--- src/rtl/core/rpn_pkg.sv ---
package rpn_pkg;

  localparam int STACK_DEPTH_DEF = 64;

  // operation codes
  localparam logic [2:0] OP_PUSH = 3'd0;
  localparam logic [2:0] OP_ADD  = 3'd1;
  localparam logic [2:0] OP_SUB  = 3'd2;
  localparam logic [2:0] OP_MUL  = 3'd3;
  localparam logic [2:0] OP_DIV  = 3'd4;

  // status codes
  localparam logic [1:0] STAT_OK        = 2'd0;
  localparam logic [1:0] STAT_UNDERFLOW = 2'd1;
  localparam logic [1:0] STAT_FULL      = 2'd2;
  localparam logic [1:0] STAT_DIVZERO   = 2'd3;

  localparam logic signed [31:0] Q_MAX = 32'sh7FFF_FFFF;
  localparam logic signed [31:0] Q_MIN = 32'sh8000_0000;

  // what a stack cell loads this cycle
  typedef enum logic [1:0] {
    CELL_HOLD,
    CELL_TAKE_UP,
    CELL_TAKE_DOWN
  } cell_mode_t;

  typedef enum logic [1:0] {
    S_IDLE,
    S_MUL,
    S_DIV,
    S_EMIT
  } state_t;

  // clamp a 48-bit signed value into Q16.16
  function automatic logic signed [31:0] sat48(input logic signed [47:0] v);
    logic fits;
    begin
      fits = (v[47:31] == 17'h0) || (v[47:31] == 17'h1FFFF);
      if (fits) begin
        sat48 = v[31:0];
      end else if (v[47]) begin
        sat48 = Q_MIN;
      end else begin
        sat48 = Q_MAX;
      end
    end
  endfunction

endpackage

--- src/rtl/core/rpn_cell.sv ---
// one stack entry; loads from its upper or lower neighbour
module rpn_cell
  import rpn_pkg::*;
(
  input  logic              clk,
  input  cell_mode_t        mode,
  input  logic signed [31:0] up_value,
  input  logic signed [31:0] down_value,
  output logic signed [31:0] value
);

  always_ff @(posedge clk) begin
    unique case (mode)
      CELL_HOLD:      value <= value;
      CELL_TAKE_UP:   value <= up_value;
      CELL_TAKE_DOWN: value <= down_value;
      default:        value <= value;
    endcase
  end

endmodule

--- config.mk ---
export PLATFORM = sky130hd
export DESIGN_NAME = rpn_cell
export DESIGN_NICKNAME = d
export VERILOG_FILES = /design/src/rtl/core/rpn_pkg.sv /design/src/rtl/core/rpn_cell.sv
export SDC_FILE = /design/constraint.sdc
export NUM_CORES = 1
export LEC_CHECK = 0
export ABC_AREA = 1
export BUFFER_PORTS_ARGS = -buffer_cell sky130_fd_sc_hd__buf_2
export CAP_MARGIN = 20
export CORE_ASPECT_RATIO = 1.25
export CORE_MARGIN = 2
export CORE_UTILIZATION = 35
export DETAILED_ROUTE_END_ITERATION = 10
export PLACE_DENSITY = 0.69
export SLEW_MARGIN = 20
export SYNTH_ARGS = -nofsm -noshare
export SYNTH_HDL_FRONTEND = slang
export SYNTH_SLANG_ARGS = --single-unit
--- constraint.sdc ---
create_clock -name clk -period 2.4 [get_ports clk]
set_input_delay 0.36 -clock clk [delete_from_list [all_inputs] [get_ports clk]]
set_output_delay 0.36 -clock clk [all_outputs]
set_load 0.01 [all_outputs]
* Yosys cells after proc, flatten, opt, wreduce, memory -nomap -nowiden
Index checks and enable logic that the tools add are counted. W data, S select, Z words.
Cells by class: equal/unequal tests 2, multiplexer cells 1, reductions and logical operators 1
Operators by type and width (number):
- $pmux W32 S2 | 1
- $eq A2 B1 Y1 const B | 1
- $eq A2 B2 Y1 const B | 1
- $reduce_bool A2 Y1 | 1
Storage, ports and cells: bits in registers 32, output and inout bits 32

* Depth between registers and ports, before layout
depth after elaboration 2, gate-level depth with buffers 7

* Worst setup path before layout
Ideal clock, no wire load.
path type input-to-reg, start input mode[0], end register value[0] (enable), library setup time 0.387 ns, arrival 1.298 ns, required time 2.013 ns, slack 0.715 ns, stages on the path 3, buffers on the path 0, path through inv_1 -> ha_1 -> inv_1
On the way: cells in the longest elaborated chain, start to end 2, elaborated cells on any way between the ends 3, those cells by class eq/ne: 2; reduce/logical: 1
RTL lines:
- from (decl) | RTL line rpn_cell.sv:6 | input cell_mode_t mode,
- $eq A2 B2 Y1 / $eq A2 B1 Y1 (equally long branches) | RTL line rpn_cell.sv:13 | unique case (mode)
- $reduce_bool A2 Y1 (no source line) *
- to (signal assigned) | RTL line rpn_cell.sv:14 | CELL_HOLD: value <= value;
- to (signal assigned) | RTL line rpn_cell.sv:15 | CELL_TAKE_UP: value <= up_value;
- to (signal assigned) | RTL line rpn_cell.sv:16 | CELL_TAKE_DOWN: value <= down_value;
- to (decl) | RTL line rpn_cell.sv:9 | output logic signed [31:0] value
Mark *: on every way between the ends. The rest lies on a longest branch, timed or not. A chain may end at the register's enable or synchronous reset.

* Worst setup path after layout
start input mode[0], end register value[28] (enable)
Same word-level chain as after synthesis.

==> results.md <==
- Outcome: finished clean
- Worst-path fanout max: 32
- Global-route wire length before repair: roughly 5000 um
- Pin count of the biggest net entering global routing: 33
- Initial antenna violation count: 0
- Slew Viols, Final: 0
- Starting DRT DRC Count: 45
- Worst path slowest cell: buf_4
- Grt total ovfl: 0
- Post_cts resized: 0
- Power per Cell Area: approximately 670 nW/um2
- DR vias: 1231
- H-tree depth: 2
- Post-DP HPWL: 2390 um
- Complex-gate fraction of the synthesized area: 0%
- Synth cell types: 9
- Nets@finish: ~310
- Largest family of logic cells by synthesized area: simple AND/OR/NAND/NOR gates
- Kind of cell adding the most delay to the critical path: buffers and inverters
- GRT Total Usage: ~14%
- Vias in the first global route: about 1.1k
- Synth Cell Area: roughly 1500 um2
- Crit path depth: 5
- Initial Utilization: 36.2%
- CP Buf/Inv Count: 4
- VDD IR max: ~0.26 mV
- RSZ-0062 raised after global routing: no
- Post-synthesis simple-gate area fraction: a little over a quarter
- DRC: 0
- Total CTS buffers: 5
- Largest regs: value x32
- Mux contribution to synthesized area: 0%
- Reg clk slew, reported paths: 0.06 ns
- CP Capture Type: flip-flop
- Post-CTS Hold Buffers: 0
- Die width: between 60 and 70 um
- Max reg flops: 32
- Hold crit path type: primary input to flip-flop
- Critical Path Max Stage Delay: 0.35 ns
- Pre-antenna DRT Iters: 3
- Diodes inserted: 0
- IO Port Bufs: between 90 and 100
- Routed len/inst: around 11 um
- I/O Pins: 99
- Synth top area share: roughly two thirds
- Post-route clock period utilization: about half
- Minimum clock period: 1.22 ns
- Setup TNS: 0 ns
- # fillers: between 300 and 400
- Hold path depth: 3
- Sequential-to-total area share from yosys stat: about 65%
- Startpoint Class: primary input
- Aggregate routed wire length: between 3000 and 4000 um
- Slew @ Worst Pin: approximately 0.4 ns
- Layout cells sized above 1: between 40 and 50%
- Setup ws final: roughly 1.2 ns
- Chip Height: about 77 um
- Slew margin rel.: 74.0%
- Final hold vios: 0
- Vias/cell: between 4 and 5
- Syn avg cell area: around 11 um2
- Critical path, cell by cell: buf_2 > inv_1 > ha_1 > inv_1 > buf_4
- CP Data Arrival Time: about 1.2 ns
- Fmax: roughly 820 MHz
- Post-layout util: between 50% and 60%
- # Max-Cap Violations: 0
- Final setup fails: 0
- Leak: roughly 1.1 nW
- Largest Register: value
- #FFs+latches synth: 32
- CTS tree: done
- Core Area: around 4100 um2
- Setup Buffers After CTS: 0
- Placement Setup Slack: around 0.9 ns
- Xor-xnor portion of the synthesized cell area: 0%
- Post-Syn Nets: ~210
- Post-route ant nets: 0
- Most used cell, CP: inv_1
- CTS root buf: clkbuf_8
- Number of synthesis warnings: 0
- Layout area overhead: 38.3%
- Synth Area in Adders: less than 1%
- Hold Slack: 0.349 ns
- Cell taking the most area after synthesis: edfxtp_1
- Row cnt: 26
- Crit path kind: primary input to flip-flop
- TritonCTS Sinks: 32
- Mapped Cells: ~140
- GP Congestion: between 0.7 and 0.8
- Synth top area cells: edfxtp_1 65%, nand2_1 22%, nand2_2 4.2%, clkbuf_8 2.8%, buf_6 2.3%
- CTS max path bufs: 2
- Die area: between 4000 and 5000 um2
- Worst EP required: roughly 2.3 ns
cell families after synthesis:
group                    after synthesis
adder cells (fa/ha/maj)                1
AND/OR/NAND/NOR                       96
flip-flops                            32
buffers and inverters                 10
cells in the final DEF (no fill, tap or decap):
cell	n
buf_2	98
buf_4	3
clkbuf_8	5
clkinv_1	2
edfxtp_1	32
ha_1	1
inv_1	2
inv_8	1
nand2_1	86
nand2_2	10
layout make-up:
| cell class | count | area [um2] | share of cell area (%) |
|---|---|---|---|
| sequential | 32 | 961 | 47.2 |
| timing repair buffer | 101 | 513 | 25.2 |
| multi-input combinational | 97 | 398 | 19.5 |
| tap | 56 | 70.1 | 3.44 |
| clock buffer | 5 | 68.8 | 3.38 |
| inverter | 3 | 18.8 | 0.921 |
| clock inverter | 2 | 7.51 | 0.369 |
report_power, final:
group / switching, W / internal [W] / leakage [nW]
logic: 0.000149 / 0.000115 / 0.703
clock network: 0.000170 / 0.000191 / 0.0391
registers: 0.0000176 / 0.000713 / 0.312
total: 0.000337 / 0.00102 / 1.05
layer usage:
metal  share of wire (%)  vias to the layer above  global-route usage (%)  wire length (um)
met5                   0                        -                       0                 0
met4                 2.7                        0                    7.87                88
met3                 7.0                        6                    4.24               229
li1                    -                      643                       -                 -
met2                  51                       58                    24.9              1660
met1                  39                      524                    14.6              1290
synthesized netlist by cell type:
library cell,n
buf_12,1
nand2_2,10
inv_8,1
clkbuf_8,3
edfxtp_1,32
ha_1,1
inv_1,2
buf_6,3
nand2_1,86
path summary, 6_finish.rpt:
kind,from,to
worst max-delay path,mode[0],value[28]$_DFFE_PP_
worst min-delay path,up_value[30],value[30]$_DFFE_PP_
stage by stage:
stage / power [W] / area (um2) / instances
6_report: 0.00136 / 2040 / 296
5_1_grt: 0.00144 / 2040 / 296
4_1_cts: 0.00138 / 2040 / 296
3_5_place_dp: 0.00101 / 1960 / 289
3_3_place_gp: 0.00101 / 1960 / 289
2_1_floorplan: 0.000876 / 1470 / 139
Power figures use the tool's default switching activity.
