==> config.mk <==
export PLATFORM = sky130hd
export DESIGN_NAME = rpn_divider
export DESIGN_NICKNAME = d
export VERILOG_FILES = /design/src/rtl/core/rpn_pkg.sv /design/src/rtl/core/rpn_divider.sv
export SDC_FILE = /design/constraint.sdc
export NUM_CORES = 1
export LEC_CHECK = 0
export BUFFER_PORTS_ARGS = -buffer_cell sky130_fd_sc_hd__clkbuf_2
export CAP_MARGIN = 10
export CORE_UTILIZATION = 55
export DETAILED_ROUTE_END_ITERATION = 8
export MAX_ROUTING_LAYER = met4
export PLACE_DENSITY = 0.75
export SLEW_MARGIN = 20
export SYNTH_ARGS = -nofsm -noshare
export SYNTH_HDL_FRONTEND = slang
export SYNTH_SLANG_ARGS = --single-unit
==> constraint.sdc <==
create_clock -name clk -period 11 [get_ports clk]
set_clock_uncertainty 0.05 [all_clocks]
set_input_delay 0.55 -clock clk [delete_from_list [all_inputs] [get_ports clk]]
set_output_delay 0.55 -clock clk [all_outputs]
set_load 0.02 [all_outputs]
==> src/rtl/core/rpn_pkg.sv <==
package rpn_pkg;

  localparam int STACK_DEPTH_DEF = 64;

  // operation codes
  localparam logic [2:0] OP_PUSH = 3'd0;
  localparam logic [2:0] OP_ADD  = 3'd1;
  localparam logic [2:0] OP_SUB  = 3'd2;
  localparam logic [2:0] OP_MUL  = 3'd3;
  localparam logic [2:0] OP_DIV  = 3'd4;

  // status codes
  localparam logic [1:0] STAT_OK        = 2'd0;
  localparam logic [1:0] STAT_UNDERFLOW = 2'd1;
  localparam logic [1:0] STAT_FULL      = 2'd2;
  localparam logic [1:0] STAT_DIVZERO   = 2'd3;

  localparam logic signed [31:0] Q_MAX = 32'sh7FFF_FFFF;
  localparam logic signed [31:0] Q_MIN = 32'sh8000_0000;

  // what a stack cell loads this cycle
  typedef enum logic [1:0] {
    CELL_HOLD,
    CELL_TAKE_UP,
    CELL_TAKE_DOWN
  } cell_mode_t;

  typedef enum logic [1:0] {
    S_IDLE,
    S_MUL,
    S_DIV,
    S_EMIT
  } state_t;

  // clamp a 48-bit signed value into Q16.16
  function automatic logic signed [31:0] sat48(input logic signed [47:0] v);
    logic fits;
    begin
      fits = (v[47:31] == 17'h0) || (v[47:31] == 17'h1FFFF);
      if (fits) begin
        sat48 = v[31:0];
      end else if (v[47]) begin
        sat48 = Q_MIN;
      end else begin
        sat48 = Q_MAX;
      end
    end
  endfunction

endpackage

==> src/rtl/core/rpn_divider.sv <==
// signed Q16.16 divide, restoring, one quotient bit per cycle
module rpn_divider
  import rpn_pkg::*;
(
  input  logic               clk,
  input  logic               rst,
  input  logic               start,
  input  logic signed [31:0] dividend,
  input  logic signed [31:0] divisor,
  output logic               done,
  output logic signed [31:0] quotient
);

  logic        run;
  logic        fin;
  logic [4:0]  cnt;
  logic [31:0] rem;
  logic [31:0] src;
  logic [31:0] q;
  logic [31:0] dvs;
  logic        neg;
  logic        ovf;

  logic [31:0] mag_n;
  logic [31:0] mag_d;
  logic [32:0] rem_sh;
  logic [32:0] diff;
  logic        ge;

  assign mag_n  = dividend[31] ? 32'(-dividend) : 32'(dividend);
  assign mag_d  = divisor[31]  ? 32'(-divisor)  : 32'(divisor);
  assign rem_sh = {rem, src[31]};
  assign diff   = rem_sh - {1'b0, dvs};
  assign ge     = (rem_sh >= {1'b0, dvs});

  always_ff @(posedge clk) begin
    if (rst) begin
      run <= 1'b0;
      fin <= 1'b0;
    end else if (start) begin
      run <= 1'b1;
      fin <= 1'b0;
    end else if (run) begin
      if (cnt == 5'd31) begin
        run <= 1'b0;
        fin <= 1'b1;
      end
    end else begin
      fin <= 1'b0;
    end
  end

  always_ff @(posedge clk) begin
    if (start) begin
      cnt <= 5'd0;
      dvs <= mag_d;
      rem <= {16'h0, mag_n[31:16]};
      src <= {mag_n[15:0], 16'h0};
      q   <= 32'h0;
      neg <= dividend[31] ^ divisor[31];
      // quotient needs more than 32 bits
      ovf <= ({16'h0, mag_n[31:16]} >= mag_d);
    end else if (run) begin
      cnt <= cnt + 5'd1;
      rem <= ge ? diff[31:0] : rem_sh[31:0];
      src <= {src[30:0], 1'b0};
      q   <= {q[30:0], ge};
    end
  end

  assign done = fin;

  always_comb begin
    if (ovf) begin
      quotient = neg ? Q_MIN : Q_MAX;
    end else if (neg) begin
      quotient = (q > 32'h8000_0000) ? Q_MIN : $signed(32'(-q));
    end else begin
      quotient = q[31] ? Q_MAX : $signed(q);
    end
  end

endmodule

======== After elaboration in Yosys (flattened, before gate mapping) ========
Cells that the tools add are included.
storage, ports and cells
  logic and storage cells ................. 38
  output and inout port bits .............. 33
  bits of input ports ..................... 67
  bits in registers ....................... 121
operators by class
  magnitude comparators ................... 3
  reduce and logical (&&, ||, !) cells .... 2
  equal/unequal tests ..................... 1
  bitwise gates (word level) .............. 2
  multiplexer cells ....................... 15
  add/subtract/negate cells ............... 5
operators with widths
  operator              number
  $mux 32               9
  $neg 32->32           3
  $ge 33x32->1          1
  $ge 16x32->1          1
  $gt 32x32->1 const B  1
  $mux 16               2
  $sub 32x32->32        1
  $mux 31               1
  $add 5x1->5 const B   1
  $eq 5x5->1 const B    1
  $mux 1                3
  $reduce_or 3->1       1
  $reduce_bool 2->1     1
  $not 1->1             1
  $xor 1x1->1           1

======== Longest topological paths before layout ========
  depth in word-level cells ............... 4
  depth in mapped cells ................... 17
  gate-level depth less buffers ........... 17

======== Least setup slack after synthesis ========
Ideal clock, no wire load.
  path kind ............................... register -> output
  start ................................... register q[0]
  end ..................................... output port quotient[10]
  path slack .............................. 6571 ps
  cell stages (with the launch flop) ...... 12
  data required time ...................... 10400 ps
  data arrival time ....................... 3829 ps
  path buffers ............................ 0
  path through ............................ dfxtp_1 inv_1 ha_1 or3b_4 or4_4 or4_4 or3_4 or4_1 a21o_1 inv_2 nand2_2 o311ai_0
on the way
  longest elaborated chain between the ends .. 4
  elaborated cells on any way between the ends .. 5
  those cells by class .................... add/sub: 1; order compare: 1; mux: 3
RTL lines
  element                                      RTL line           source
  from (decl)                                  rpn_divider.sv:19  logic [31:0] q;
  from (signal assigned)                       rpn_divider.sv:67  q <= {q[30:0], ge};
  $neg 32->32 or $gt 32x32->1 (tied branches)  rpn_divider.sv:77  quotient = (q > 32'h8000_0000) ? Q_MIN : $signed(32'(-q));
  $mux 32 *                                    rpn_divider.sv:77
  $mux 32 *                                    rpn_divider.sv:76  end else if (neg) begin
  $mux 32 *                                    rpn_divider.sv:74  if (ovf) begin
  to (decl)                                    rpn_divider.sv:11  output logic signed [31:0] quotient
Mark *: on every way between the ends. The rest lies on a longest branch, timed or not.

======== Worst setup path in the final report ========
  start ................................... register q[0]
  end ..................................... output port quotient[9]
Same word-level chain as after synthesis.

==> results.yml <==
global_route:
  grt_pass1_wl_mm: 36.8
  antenna_found_initial: 0
  grt_max_degree: 85
  grt_pass1_vias: 7482
  overflow: 0
  grt_usage_pct: 27.0
timing:
  fin_crit_sh_pct: 50.2
  final.min_clock_period_ns: 5.52
  rsz0062_at_grt: "false"
  fin_setup_tns_ns: 0
  hold_viol: 0
  relSlewSlack_pct: 30.8
  slew_viol_final: 0
  max_freq_mhz: 181
  tightest_slew_ns: 1.04
  setup_viol_count_final: 0
flow_run:
  drv_cap: 0
logic_synthesis:
  yosysMostFrequentCell: "nand2_1"
  synthAdderAreaFrac_pct: 7.44
  synth.cell_area_mm2: 0.00918
  ys_seq_elements: 121
  synth_compound_area_share_pct: 21.5
  ys_warn_count: 0
  muxShareOfSynthArea_pct: 4.40
  synth_xor_area_share_pct: 8.30
  yosysTopAreaCellShare_pct: 21.6
  synth-edff-count: 66
  syn_inst: 1102
  ys_top_cells_by_count: "120 x nand2_1, 107 x nor2_1, 75 x inv_1"
  syn_nets: 1223
  synth.distinct_cells: 66
  synth_area_leaders: "edfxtp_1 22%, dfxtp_1 12%, ha_1 7.2%, nand2_1 4.9%, xnor2_1 4.5%"
  yosys.area.top_type: "edfxtp_1"
  yosys.area_share.simple_pct: 18.9
  synth-main-ff-cell: "edfxtp_1"
  synth_area_per_cell_um2: 8.33
  ys_seq_area_share_pct: 33.6
  async_flop_share_pct: 0
  synth_top_family_by_area: "compound AO/OA/AOI/OAI gates"
pwr:
  peakVddDrop_mv: 0.102
  comb_power_share_pct: 25.7
  p_per_area_mw_per_mm2: 145
  power.leakage_nw: 4.36
  p_seq_share_pct: 35.2
  p_sw_w: 0.000463
  p_int_w: 0.00104
  swShare_pct: 30.7
  fin_total_pwr_w: 0.00151
  power_frac_clock_pct: 39.0
critical_path:
  cpPeakStageDelay_ns: 0.53
  path_buf_inv: 3
  path_cells: "inv_1 > ha_1 > or3b_4 > or4_4 > or4_4 > or3_4 > or4_1 > a21o_1 > inv_2 > nand2_2 > o311ai_0 > clkbuf_2"
  crit_slowest_cell: "o311ai_0"
  crit_family: "simple AND/OR/NAND/NOR gates"
  critPathCaptureType: "output pin"
  start_kind: "flip-flop"
  critical_path.max_fanout: 29
  path_class: "reg -> out"
  arrival_ns: 4.92
  cp_common_cell: "or4_4"
  cp.required_ns: 10.40
cells_and_area:
  fillers: 1428
  finalInstanceArea_mm2: 0.0104
  fin_nets: 1287
  final_cell_count_no_fill: 1395
  diodes: 0
  area_delta_synth_final_pct: 12.9
  drive_gt1_share_pct: 12.7
die:
  die_h_um: 131
  ios: 100
  die_w_um: 131
  rows: 46
  die_area_mm2: 0.0172
  core-area_mm2: 0.0161
  initial_core_util_pct: 57.0
place:
  placed_cell_area_mm2: 0.00974
  gp_congestion: 0.909
  io_buffer_count: 99
  place_inst: 1362
  dpl.hpwl_mm: 15.8
detailed_routing:
  drc: 0
  ant_nets: 0
  wire_per_inst_um: 16.1
  dr.pass1.iters: 8
  drt-total-wl_mm: 22.5
  vias_per_cell: 5.97
  drt_iter0_markers: 709
  vias: 8333
cts:
  ctsResizeCount: 0
  cts_buffer_depth: 2
  h-tree-depth: 4
  numCtsBuffers: 17
  cts_tree: "built"
  postCtsSetupBuffers: 0
  insertion_delay_ns: 0.42
  cts.sinks: 121
  cts_root_buf: "clkbuf_16"
  clkSlewWorstSetupHoldPaths_ns: 0.06
  ctsHoldBuffers: 0
min_path:
  hold_path_class: "in -> reg"
outcome:
  status: "completed"
## area by class of cell
class	instances	area, um2	area share [%]
inverter	76	285	2.75
clock inverter	13	176	1.70
timing repair buffer	105	551	5.31
tap	216	270	2.61
multi-input combinational	845	5560	53.7
clock buffer	19	433	4.18
sequential	121	3080	29.8
## logic make-up after synthesis
logic type               Yosys count
AO/OA/AOI/OAI                    298
XOR/XNOR                          87
adder cells (fa/ha/maj)           54
buffers and inverters            136
flip-flops                       121
multiplexers                      40
AND/OR/NAND/NOR                  366
## worst paths after layout
path	startpoint	end	slack, ns	depth (start not counted)
worst max-delay path	q[0]	quotient[9]	5.48	12
worst min-delay path	rst	run	0.25	2
worst max register to register	rem[5]	rem[8]	7.27	10
worst min register to register	done	done	0.44	2
## cells in the final DEF (no fill, tap or decap), drive strengths merged, types with 28 or more instances in the layout
cell	n
a21oi	71
mux2i	37
ha	53
xnor2	47
edfxtp	66
clkbuf	117
xor2	40
o21ai	72
inv	77
o311ai	28
dfxtp	55
nand2	121
nor2	107
## registers in the layout, indices dropped and copies added (netlist names)
signal,flops
rem,32
q,32
dvs,32
run,1
cnt,5
src,16
neg,1
done,1
ovf,1
## per-layer routing
metal / share of wire (%) / global-route usage (%) / wire length, um / vias to the layer above
li1: - / - / - / 4149
met1: 47 / 35.8 / 10500 / 3891
met2: 46 / 42.1 / 10400 / 262
met3: 5.7 / 4.36 / 1270 / 31
met4: 1.7 / 8.17 / 371 / 0
met5: 0 / - / 0 / -
## through the flow
step                setup WS [ns]  hold slack (ns)  utilization [%]
global route                 5.24            0.255             64.3
floorplan                    6.57            0.403                -
CTS                          5.53            0.238             64.2
finish                       5.48            0.250             64.3
detailed placement           6.01            0.432             60.4
global placement             6.10            0.425             60.4
## power groups by stage
stage | clock (W) | combinational, W | sequential (W)
global route | 0.000609 | 0.000431 | 0.000534
floorplan | 0 | 0.000286 | 0.000533
detailed placement | 0 | 0.000378 | 0.000539
global placement | 0 | 0.000374 | 0.000538
finish | 0.000588 | 0.000388 | 0.000531
CTS | 0.000593 | 0.000384 | 0.000530
Power figures use the tool's default switching activity.
